<file path="src/design/mbd_pkg.sv">
// Shared constants and types for the microphone blow detector.
package mbd_pkg;

  localparam int SAMPLE_BITS = 10;
  localparam int EMA_SHIFT = 7;
  localparam int TIME_BITS = 32;
  localparam int GAP_BITS = 16;
  localparam int CFG_INDEX_BITS = 2;
  localparam int CFG_DATA_BITS = 16;

  typedef enum logic [1:0] {
    KIND_SAMPLE  = 2'd0,
    KIND_CLEAR   = 2'd1,
    KIND_RESTART = 2'd2,
    KIND_UNUSED  = 2'd3
  } kind_t;

  typedef enum logic [CFG_INDEX_BITS-1:0] {
    CFG_LOUD_THRESHOLD = 2'd0,
    CFG_QUIET_GAP_MS   = 2'd1,
    CFG_DWELL_MS       = 2'd2,
    CFG_RESERVED       = 2'd3
  } cfg_index_t;

  typedef struct packed {
    logic [SAMPLE_BITS-1:0] dc_estimate;
    logic                   dc_seeded;
    logic [SAMPLE_BITS-1:0] envelope_level;
    logic [TIME_BITS-1:0]   last_loud_time;
    logic [TIME_BITS-1:0]   streak_start_time;
    logic                   streak_on;
  } state_t;

  typedef struct packed {
    logic [SAMPLE_BITS-1:0] dc_level;
    logic [SAMPLE_BITS-1:0] deviation;
    logic [SAMPLE_BITS-1:0] envelope;
    logic                   streak_active;
    logic                   blow_detected;
  } result_t;

  typedef struct packed {
    logic [SAMPLE_BITS-1:0] loud_threshold;
    logic [GAP_BITS-1:0]    quiet_gap_ms;
    logic [GAP_BITS-1:0]    dwell_ms;
  } cfg_t;

endpackage

</file>
<file path="src/design/mbd_update.sv">
// Per-item update logic: DC tracking, envelope and loud-streak detection.
module mbd_update (
  input  logic [1:0]                     kind,
  input  logic [mbd_pkg::SAMPLE_BITS-1:0] sample,
  input  logic [mbd_pkg::TIME_BITS-1:0]   now_ms,
  input  mbd_pkg::cfg_t                   cfg,
  input  mbd_pkg::state_t                 state_cur,
  output mbd_pkg::state_t                 state_next,
  output mbd_pkg::result_t                result
);

  logic signed [mbd_pkg::SAMPLE_BITS:0]   diff;
  logic signed [mbd_pkg::SAMPLE_BITS:0]   step;
  logic [mbd_pkg::SAMPLE_BITS-1:0]        dc_new;
  logic [mbd_pkg::SAMPLE_BITS-1:0]        dev;
  logic [mbd_pkg::SAMPLE_BITS-1:0]        env_new;
  logic [mbd_pkg::TIME_BITS-1:0]          quiet_time;
  logic [mbd_pkg::TIME_BITS-1:0]          streak_age;
  logic                                   loud;
  logic                                   gap_over;

  assign diff = $signed({1'b0, sample}) - $signed({1'b0, state_cur.dc_estimate});
  assign step = diff >>> mbd_pkg::EMA_SHIFT;
  assign dc_new = state_cur.dc_seeded ?
                  (state_cur.dc_estimate + step[mbd_pkg::SAMPLE_BITS-1:0]) : sample;
  assign dev = (sample >= dc_new) ? (sample - dc_new) : (dc_new - sample);
  assign env_new = (dev > state_cur.envelope_level) ? dev :
                   ((state_cur.envelope_level != '0) ?
                    (state_cur.envelope_level - 1'b1) : state_cur.envelope_level);
  assign loud = (dev >= cfg.loud_threshold);
  assign quiet_time = now_ms - state_cur.last_loud_time;
  assign gap_over = (quiet_time > {{(mbd_pkg::TIME_BITS-mbd_pkg::GAP_BITS){1'b0}},
                                   cfg.quiet_gap_ms});

  always_comb begin
    state_next = state_cur;
    case (mbd_pkg::kind_t'(kind))
      mbd_pkg::KIND_SAMPLE: begin
        state_next.dc_estimate = dc_new;
        state_next.dc_seeded = 1'b1;
        state_next.envelope_level = env_new;
        if (loud) begin
          if (!state_cur.streak_on) begin
            state_next.streak_on = 1'b1;
            state_next.streak_start_time = now_ms;
          end
          state_next.last_loud_time = now_ms;
        end else if (state_cur.streak_on && gap_over) begin
          state_next.streak_on = 1'b0;
        end
      end
      mbd_pkg::KIND_CLEAR: begin
        state_next.streak_on = 1'b0;
      end
      mbd_pkg::KIND_RESTART: begin
        state_next.dc_seeded = 1'b0;
        state_next.dc_estimate = '0;
        state_next.envelope_level = '0;
        state_next.streak_on = 1'b0;
      end
      default: begin
        state_next = state_cur;
      end
    endcase
  end

  assign streak_age = now_ms - state_next.streak_start_time;

  always_comb begin
    result.dc_level = state_next.dc_estimate;
    result.deviation = (mbd_pkg::kind_t'(kind) == mbd_pkg::KIND_SAMPLE) ? dev : '0;
    result.envelope = state_next.envelope_level;
    result.streak_active = state_next.streak_on;
    result.blow_detected = state_next.streak_on &&
        (streak_age >= {{(mbd_pkg::TIME_BITS-mbd_pkg::GAP_BITS){1'b0}}, cfg.dwell_ms});
  end

endmodule

</file>
<file path="src/design/mic_blow_detector_unit.sv">
// Top level of the microphone blow detector with handshake and register port.
//
// The block accepts one item per clock cycle while its results are taken,
// and sustains that rate under continuous flow. An accepted item is held
// in an input register; its whole update (DC average, deviation, envelope
// and streak timing) is computed combinationally from it and captured in
// the result register, which offers it, when the output can advance. The
// tracker state is updated in that same cycle, so the next item uses it.
// When the result is not taken, the input register holds one more item and
// then the block stops accepting. Configuration writes take effect on the
// next clock edge and are meant to be made while no item is in flight.
module mic_blow_detector_unit (
  input  logic                                clk,
  input  logic                                rst,
  input  logic                                in_valid,
  output logic                                in_ready,
  input  logic [1:0]                          kind,
  input  logic [mbd_pkg::SAMPLE_BITS-1:0]     sample,
  input  logic [mbd_pkg::TIME_BITS-1:0]       now_ms,
  output logic                                out_valid,
  input  logic                                out_ready,
  output logic [mbd_pkg::SAMPLE_BITS-1:0]     dc_level,
  output logic [mbd_pkg::SAMPLE_BITS-1:0]     deviation,
  output logic [mbd_pkg::SAMPLE_BITS-1:0]     envelope,
  output logic                                streak_active,
  output logic                                blow_detected,
  input  logic                                cfg_we,
  input  logic [mbd_pkg::CFG_INDEX_BITS-1:0]  cfg_index,
  input  logic [mbd_pkg::CFG_DATA_BITS-1:0]   cfg_data
);

  mbd_pkg::cfg_t                   cfg;
  mbd_pkg::state_t                 state;
  mbd_pkg::state_t                 state_next;
  mbd_pkg::result_t                result_next;
  mbd_pkg::result_t                result;
  logic                            hold_valid;
  logic [1:0]                      hold_kind;
  logic [mbd_pkg::SAMPLE_BITS-1:0] hold_sample;
  logic [mbd_pkg::TIME_BITS-1:0]   hold_now_ms;
  logic                            advance;

  assign advance = hold_valid && (!out_valid || out_ready);
  assign in_ready = !hold_valid || advance;

  mbd_update u_update (
    .kind       (hold_kind),
    .sample     (hold_sample),
    .now_ms     (hold_now_ms),
    .cfg        (cfg),
    .state_cur  (state),
    .state_next (state_next),
    .result     (result_next)
  );

  always_ff @(posedge clk) begin
    if (rst) begin
      cfg.loud_threshold <= mbd_pkg::SAMPLE_BITS'(64);
      cfg.quiet_gap_ms <= mbd_pkg::GAP_BITS'(50);
      cfg.dwell_ms <= mbd_pkg::GAP_BITS'(300);
    end else if (cfg_we) begin
      case (mbd_pkg::cfg_index_t'(cfg_index))
        mbd_pkg::CFG_LOUD_THRESHOLD: cfg.loud_threshold <= cfg_data[mbd_pkg::SAMPLE_BITS-1:0];
        mbd_pkg::CFG_QUIET_GAP_MS: cfg.quiet_gap_ms <= cfg_data;
        mbd_pkg::CFG_DWELL_MS: cfg.dwell_ms <= cfg_data;
        default: cfg <= cfg;
      endcase
    end
  end

  always_ff @(posedge clk) begin
    if (rst) begin
      hold_valid <= 1'b0;
      out_valid <= 1'b0;
      state <= '0;
    end else begin
      if (in_ready) begin
        hold_valid <= in_valid;
      end
      if (advance) begin
        out_valid <= 1'b1;
        state <= state_next;
      end else if (out_ready) begin
        out_valid <= 1'b0;
      end
    end
  end

  always_ff @(posedge clk) begin
    if (in_valid && in_ready) begin
      hold_kind <= kind;
      hold_sample <= sample;
      hold_now_ms <= now_ms;
    end
    if (advance) begin
      result <= result_next;
    end
  end

  assign dc_level = result.dc_level;
  assign deviation = result.deviation;
  assign envelope = result.envelope;
  assign streak_active = result.streak_active;
  assign blow_detected = result.blow_detected;

endmodule

</file>
<file path="config.mk">
export PLATFORM = sky130hd
export DESIGN_NAME = mic_blow_detector_unit
export DESIGN_NICKNAME = d
export VERILOG_FILES = /design/src/design/mbd_pkg.sv /design/src/design/mbd_update.sv /design/src/design/mic_blow_detector_unit.sv
export SDC_FILE = /design/constraint.sdc
export NUM_CORES = 1
export LEC_CHECK = 0
export BUFFER_PORTS_ARGS = -buffer_cell sky130_fd_sc_hd__buf_4
export CAP_MARGIN = 10
export CORE_MARGIN = 2
export CORE_UTILIZATION = 25
export DETAILED_ROUTE_END_ITERATION = 8
export PLACE_DENSITY = 0.45
export SETUP_SLACK_MARGIN = 0.2
export SYNTH_ARGS = -nofsm -noshare
export SYNTH_HDL_FRONTEND = slang
export SYNTH_SLANG_ARGS = --single-unit
</file>
<file path="constraint.sdc">
create_clock -name clk -period 21.5 [get_ports clk]
set_input_delay 6.45 -clock clk [delete_from_list [all_inputs] [get_ports clk]]
set_output_delay 6.45 -clock clk [all_outputs]
set_load 0.005 [all_outputs]
</file>
Yosys cells after proc, flatten, opt, wreduce, memory -nomap -nowiden
Index checks and enable logic that the tools add are counted.
W data, S select, Z words.
{ "word_totals": {"out_inout_bits": 34, "reg_bits": 206} }
{ "op_classes": {"n_mux": 13, "n_reduce_logical": 19, "add_sub_neg": 7, "order_cmp": 5, "n_eq_ne": 4} }
{ "op_table": {"columns": ["op", "count"], "rows": [
  ["$mux W32", 2],
  ["$sub A32 B32 Y32", 2],
  ["$pmux W21 S2", 1],
  ["$mux W10", 4],
  ["$mux W33", 1],
  ["$ge A32 B16 Y1", 1],
  ["$gt A32 B16 Y1", 1],
  ["$ge A10 B10 Y1", 2],
  ["$sub A10 B10 Y10", 2],
  ["$sub A10 B10 Y11", 1],
  ["$add A10 B10 Y10", 1],
  ["$gt A10 B10 Y1", 1],
  ["$reduce_bool A10 Y1", 1],
  ["$sub A10 B1 Y10 const B", 1],
  ["$reduce_and A2 Y1", 4],
  ["$eq A2 B1 Y1 const B", 2],
  ["$eq A2 B2 Y1 const B", 2],
  ["$logic_and A1 B1 Y1", 4],
  ["$logic_not A2 Y1", 2],
  ["$mux W1", 4],
  ["$reduce_bool A2 Y1", 2],
  ["$reduce_and A3 Y1", 1],
  ["$logic_not A1 Y1", 2],
  ["$logic_or A1 B1 Y1", 2],
  ["other kinds (2)", 2]
]} }

Logic depth before layout (Yosys ltp)
Gate-level depths: netlist (run 1).
{ "logic_depth": {"ltp_word": 11, "mapped_depth": 64, "ltp_nobuf": 60} }

Cells and area by module
Synthesis (run 1) repeated with hierarchy kept, for this count alone.
{ "hier_totals": {"cells_unflattened": 1898, "hier_area_um2": 16124.2} }
{ "by_module_without_submodules": {"columns": ["mod", "seq_area_each_um2", "cells_each", "instances", "area_per_inst_um2"], "rows": [
  ["mbd_update", 0.0, 1253, 1, 8426.8],
  ["mic_blow_detector_unit", 4884.7, 645, 1, 7697.4]
]} }

Least setup slack after synthesis (run 1)
No wires, ideal clock.
{ "synth_path": {"path_type": "input port to output port", "start": "input port out_ready", "end": "output port in_ready", "stages": 2, "required_ps": 15050, "n_path_buf": 0, "setup_slack_ps": 8334, "arrival_ps": 6716, "cell_sequence": "nor2b_1 -> nand2_1"} }
{ "synth_via": {"elab_chain_cells": 3} }
{ "synth_lines": {"columns": ["element", "line", "rtl"], "rows": [
  ["from (decl)", "mic_blow_detector_unit.sv:21", "input logic out_ready,"],
  ["$logic_or A1 B1 Y1", "mic_blow_detector_unit.sv:43", "assign advance = hold_valid && (!out_valid || out_ready);"],
  ["$logic_and A1 B1 Y1", "mic_blow_detector_unit.sv:43", null],
  ["$logic_or A1 B1 Y1", "mic_blow_detector_unit.sv:44", "assign in_ready = !hold_valid || advance;"],
  ["to (decl)", "mic_blow_detector_unit.sv:16", "output logic in_ready,"]
]} }
Every way passes these cells.

==> results.ini, run 1 <==
[setup_path]
worst_path_most_repeated_cell = a21oi_1
worst_r2r_startpoint = hold_sample[2]$_DFFE_PP_
slowest_stage = nor2b_1
timing.reg2reg.worst_path_depth = 48
cp_data_arrival_time_ps = 14000
critical_path_peak_fanout = 14
worst_reg2reg_setup_slack_ps = 7780
worstSetupPathType = register to register
startpoint_type = register
critPathCaptureType = register
timing.critical_path.required_ps = 21780
max_stage_delay_ps = 550
r2r_end = blow_detected$_DFFE_PP_

[layout]
post_route_cells_drive_above_1_share_pct = 9.25
areaGrowthSynthToFinish_pct = 16.3
nets = 2019
final_common_cell = nand2_1
antenna_cells_inserted = 0
layout.cell_area.non_filler_mm2 = 0.0167
layout.filler_cells = 5980
final_cell_mix = nand2_1, a21oi_1, ha_1, nor2_1, inv_1

[routing]
drtAntennaViolNets = 0
postRouteWirelength_um = 43400
detail_route.vias_per_cell = 4.84
drt_first_iter_violations = 774
detailedRoute.firstPassIterationCount = 5
routedWlPerCell_um = 16.9
detailed_route_via_count = 12455
remaining_drc_errors = 0

[synth]
mappedNetlistNets = 1948
syn_area_mm2 = 0.0144
synth_warnings = 0
syn_avg_cell_area_um2 = 8.34
synth_cells = 1727
post_synth_num_cell_types = 75
synth_sequential_area_ratio_pct = 33.9
yosys_most_used_dff = dfxtp_1
synth-async-reset-ratio_pct = 0
number_of_enable_type_register_cells_in_the_synthesized_netlist = 76
ys_seq_elements = 206

[timing]
final.period_utilization_pct = 63.8
timing_worst_slew_pin_value_ps = 1110
final_hold_viol_count = 0
finClkSkew_ps = 12.8
max-slew-margin-rel_pct = 25.8
setup_repair_after_global_routing_missed_its_margin = no
finalHoldWorstSlack_ps = 451
timing_max_transition_violations_final = 0
timing.final.crit_period_ps = 13720
setup_total_negative_slack_ps = 0
setup_viol_count_final = 0
maxClockFrequency_mhz = 72.9

[floorplanning]
core-area_mm2 = 0.0567
number_of_cell_rows = 87
die_h_um = 244
die_area_mm2 = 0.0595
io_pins = 101
chipWidth_um = 244
initial_core_util_pct = 25.4

[power]
p_sw_share_pct = 33.9
cellLeakagePower_nw = 6.62
power.density_cell_area_mw_per_mm2 = 76.1
cell_internal_pwr_uw = 843
vdd_drop_max_v = 0.0000573
power.switching_uw = 432
share_clk_of_total_power_pct = 33.9
power.sequential.fraction_pct = 34.8
combinationalPowerShare_pct = 31.3

[min_path]
whs_path_depth = 2
min_path_type = register to register
holdPathEnd = state[46]$_SDFFE_PP0P_
worst_min_path_start = state[46]$_SDFFE_PP0P_

[placed_design]
port_buffers = 100
dp_hpwl_um = 32500
dpl_cell_area_mm2 = 0.0159
gp_weighted_congestion = 0.825

[clock_network]
cts-htree-levels = 1
post_cts_resize_count = 0
post_cts_setup_buffers = 0
cts.sinks = 206
insertion_delay_ps = 560
cts_max_path_buffers = 3
clock-root-buffer = clkbuf_16
cts_tree = yes
cts.clk_slew.worst_paths_ps = 50
numCtsBuffers = 27
hold_buffers = 0

[global_routing]
maximum_number_of_pins_on_one_net_before_global_route_repair = 87
overflow_left_after_global_routing = 0
grt_pass1_vias = 12114
grt_first_pass_wirelength_um = 68400
grt_util_all_layers_pct = 14.3
grt_antenna_before_repair = 0

[job]
maxCapViolations = 0

[outcome]
status = completed

-- Yosys cell counts, drive strengths merged, types with 8 or more instances --
library cell | count | area (um^2)
a211o | 12 | 105
a211oi | 43 | 323
a21o | 52 | 390
a21oi | 187 | 947
a31oi | 13 | 81.3
and2 | 12 | 75.1
and3 | 8 | 50.1
clkbuf | 64 | 240
dfxtp | 130 | 2600
edfxtp | 76 | 2280
ha | 149 | 1860
inv | 138 | 518
mux2i | 47 | 470
nand2 | 214 | 803
nand2b | 17 | 106
nand3 | 22 | 110
nand4 | 18 | 113
nor2 | 142 | 533
nor2b | 34 | 213
nor3 | 31 | 155
nor4 | 10 | 62.6
o21a | 14 | 105
o21ai | 80 | 404
o21bai | 13 | 97.6
o31ai | 11 | 87.6
or3 | 9 | 56.3
xnor2 | 34 | 305
xor2 | 29 | 254
-- critical path: cells and delay by family (launching register included) --
kind	cells	cell delay [ps]
AND/OR/NAND/NOR	5	1990
AO/OA/AOI/OAI	31	7500
adder cells (fa/ha/maj)	7	2300
buffers and inverters	1	100
XOR/XNOR	2	540
multiplexers	2	560
flip-flops	1	440
-- final cells by class --
cell class	count	area, um^2	share of cell area, %
tap	756	946	5.65
sequential	206	4880	29.2
clock inverter	11	81.3	0.486
clock buffer	37	744	4.45
multi-input combinational	1312	8720	52.1
inverter	138	519	3.10
timing repair buffer	113	848	5.07
-- logic make-up (layout without fill, tap and decap cells) --
family          after synthesis  count (layout)  synth area share [%]
flops                       206             206                  33.9
mux                          49              49                  3.42
simple gates                543             543                  17.2
buf+inv                     209             299                  5.56
fa+ha+maj                   157             157                  13.9
compound gates              500             500                  22.2
xor+xnor                     63              63                  3.88
-- power by group through the flow --
stage	Clock, mW	Combinational, mW	Sequential [mW]
after CTS	0.450	0.401	0.444
final	0.432	0.399	0.444
after global routing	0.463	0.451	0.446
after detailed placement	0	0.399	0.452
after global placement	0	0.393	0.452
after floorplan	0	0.295	0.445
-- metrics by stage --
stage | total power, mW | cells | util, % | worst slack [ps]
5_1_grt | 1.36 | 2573 | 29.5 | 6720
3_5_place_dp | 0.851 | 2525 | 28.1 | 7870
4_1_cts | 1.29 | 2573 | 29.5 | 7790
2_1_floorplan | 0.740 | 1727 | - | 8330
6_report | 1.27 | 2573 | 29.5 | 7780
3_3_place_gp | 0.844 | 2525 | 28.1 | 8020
-- state kept, by name, summed over array words and instances (netlist names), 2 cells and up --
signal	flops
envelope	10
dc_level	10
hold_kind	2
hold_sample	10
cfg	42
hold_now_ms	32
state	86
deviation	10
-- layer usage --
metal | share of wire (%) | vias up | global-route usage, %
li1 | - | 6301 | -
met1 | 47 | 5920 | 19.2
met2 | 47 | 195 | 24.3
met3 | 3.6 | 39 | 1.84
met4 | 1.7 | 0 | 3.10
met5 | 0 | - | 0
-- worst max-delay path by stage --
stage / end / startpoint / slack, ps
3_5_place_dp: blow_detected$_DFFE_PP_ / hold_sample[2]$_DFFE_PP_ / 7870
2_1_floorplan: in_ready / out_ready / 8330
5_1_grt: blow_detected$_DFFE_PP_ / hold_sample[2]$_DFFE_PP_ / 6720
6_report: blow_detected$_DFFE_PP_ / hold_sample[2]$_DFFE_PP_ / 7780
3_3_place_gp: in_ready / out_ready / 8020
4_1_cts: blow_detected$_DFFE_PP_ / hold_sample[2]$_DFFE_PP_ / 7790
Power figures use the tool's default switching activity.
==> inputs of run 2 (changes only) <==
- clock period: 21.5 -> 13.2 ns (I/O delays scaled with it)
==> results.ini, run 2 (synthesis results as in run 1) <==
[clock_network]
cts_max_path_buffers = 3  ; unchanged
cts-htree-levels = 1  ; unchanged
cts.clk_slew.worst_paths_ps = 60  ; was 50 ps
numCtsBuffers = 27  ; unchanged
cts.sinks = 206  ; unchanged
cts_tree = yes  ; unchanged
insertion_delay_ps = 560  ; about the same
clock-root-buffer = clkbuf_16  ; unchanged

[placed_design]
place_worst_setup_slack_ps = 353  ; was 7870 ps
port_buffers = 100  ; unchanged
gp_weighted_congestion = 0.843  ; was 0.825
dp_hpwl_um = 33600  ; was 32500 um

[routing]
postRouteWirelength_um = 44800  ; was 43400 um
routedWlPerCell_um = 17.3  ; was 16.9 um
remaining_drc_errors = 0  ; unchanged
detailedRoute.firstPassIterationCount = 7  ; was 5
drt_first_iter_violations = 755  ; was 774
drtAntennaViolNets = 0  ; unchanged
detailed_route_via_count = 12567  ; was 12455
detail_route.vias_per_cell = 4.86  ; was 4.84

[global_routing]
overflow_left_after_global_routing = 0  ; unchanged
grt_antenna_before_repair = 0  ; unchanged
grt_pass1_vias = 12386  ; was 12114
grt_util_all_layers_pct = 14.8  ; was 14.3%
maximum_number_of_pins_on_one_net_before_global_route_repair = 76  ; was 87
grt_first_pass_wirelength_um = 70100  ; was 68400 um

[timing]
final.period_utilization_pct = 92.2  ; was 63.8%
timing_max_transition_violations_final = 0  ; unchanged
final_hold_viol_count = 0  ; unchanged
finalWorstSetupSlack_ps = 1030  ; was 7780 ps
setup_viol_count_final = 0  ; unchanged
timing_worst_slew_pin_value_ps = 1200  ; was 1110 ps
finClkSkew_ps = 11.3  ; was 12.8 ps
timing.final.crit_period_ps = 12170  ; was 13720 ps
max-slew-margin-rel_pct = 20.3  ; was 25.8%
setup_repair_after_global_routing_missed_its_margin = no  ; unchanged
maxClockFrequency_mhz = 82.2  ; was 72.9 MHz
setup_total_negative_slack_ps = 0  ; unchanged

[layout]
nets = 2029  ; was 2019
largest-register = state  ; unchanged
antenna_cells_inserted = 0  ; unchanged
biggestRegsByFlops = state (86), cfg (42), hold_now_ms (32)  ; unchanged
final_core_utilization_pct = 30.0  ; was 29.5%
final_common_cell = nand2_1  ; unchanged
flip_flop_count_of_the_largest_register_after_layout = 86  ; unchanged
final_cell_mix = nand2_1, a21oi_1, ha_1, nor2_1, inv_1  ; unchanged
areaGrowthSynthToFinish_pct = 18.1  ; was 16.3%
post_route_cells_drive_above_1_share_pct = 11.2  ; was 9.25%

[floorplanning]
die_h_um = 244  ; unchanged
io_pins = 101  ; unchanged
initial_core_util_pct = 25.4  ; unchanged
die_area_mm2 = 0.0595  ; unchanged
chipWidth_um = 244  ; unchanged
core-area_mm2 = 0.0567  ; unchanged
number_of_cell_rows = 87  ; unchanged

[min_path]
min_path_type = register to register  ; unchanged
worst_min_path_start = state[36]$_SDFFE_PP0P_  ; was state[46]$_SDFFE_PP0P_
holdPathEnd = state[36]$_SDFFE_PP0P_  ; was state[46]$_SDFFE_PP0P_
whs_path_depth = 2  ; unchanged

[setup_path]
worst_path_most_repeated_cell = ha_1  ; was a21oi_1
worst_reg2reg_setup_slack_ps = 1030  ; was 7780 ps
worst_r2r_startpoint = hold_sample[2]$_DFFE_PP_  ; unchanged
r2r_end = blow_detected$_DFFE_PP_  ; unchanged
slowest_stage = or4_1  ; was nor2b_1
timing.reg2reg.worst_path_depth = 60  ; was 48
cp_data_arrival_time_ps = 12460  ; was 14000 ps
critPathCaptureType = register  ; unchanged
worstSetupPathType = register to register  ; unchanged
startpoint_type = register  ; unchanged
critical_path_peak_fanout = 10  ; was 14
max_stage_delay_ps = 500  ; was 550 ps
timing.critical_path.required_ps = 13490  ; was 21780 ps

[outcome]
status = completed  ; unchanged

[power]
cellLeakagePower_nw = 6.72  ; was 6.62 nW
vdd_drop_max_v = 0.0000899  ; was 0.0000573 V
power.density_cell_area_mw_per_mm2 = 126  ; was 76.1 mW/mm^2
power_mw = 2.14  ; was 1.27 mW

[job]
maxCapViolations = 0  ; unchanged

run 2: report_power, final:
group / leakage, nW / switching (mW) / internal [mW] / total [mW]
Clock: 0.427 / 0.302 / 0.433 / 0.735
Combinational: 4.50 / 0.400 / 0.282 / 0.682
Sequential: 1.79 / 0.0284 / 0.695 / 0.724
run 2: worst max path at each step:
stage                                  start                       to  slack [ps]  cells after the start
floorplan           hold_sample[2]$_DFFE_PP_  blow_detected$_DFFE_PP_        1100                     51
detailed placement  hold_sample[2]$_DFFE_PP_  blow_detected$_DFFE_PP_         350                     51
global route        hold_sample[2]$_DFFE_PP_  blow_detected$_DFFE_PP_         150                     60
global placement    hold_sample[2]$_DFFE_PP_  blow_detected$_DFFE_PP_         620                     52
CTS                 hold_sample[2]$_DFFE_PP_  blow_detected$_DFFE_PP_         310                     51
finish              hold_sample[2]$_DFFE_PP_  blow_detected$_DFFE_PP_        1030                     60
run 2: layer usage:
metal	GRT usage, %	routed length, um
met1	19.6	21200
met2	24.8	20600
met3	2.21	1850
met4	4.57	1210
met5	0	0
run 2: area by class of cell:
type	instances	area [um^2]
clock buffers	29	683
repair buffers	122	932
clock inverters	20	194
fillers	5971	39700
multi-input cells	1313	8840
well taps	756	946
inverters	138	519
flip-flops and latches	206	4880
run 2: repair_timing:
action | 4_1_cts | 5_1_grt
endpoints found under the hold margin | 0 | 0
resized for setup | 0 | 25
hold buffers | 0 | 0
setup endpoints to repair | 0 | 1
buffers inserted | 0 | 3
run 2: worst max-delay path, delay by kind of cell (launching register included):
family | cells | cell delay, ps
xor+xnor | 3 | 420
fa+ha+maj | 9 | 2760
buf+inv | 6 | 640
simple gates | 12 | 2270
mux | 1 | 220
compound gates | 29 | 5130
flops | 1 | 450
run 2: stage by stage:
step / instances / hold WS, ps / cell area (um^2)
after global placement: 2531 / 443 / 16000
after CTS: 2580 / 455 / 16800
after global routing: 2584 / 471 / 17000
after detailed placement: 2531 / 447 / 16000
after floorplan: 1727 / 436 / 14400
final: 2584 / 453 / 17000
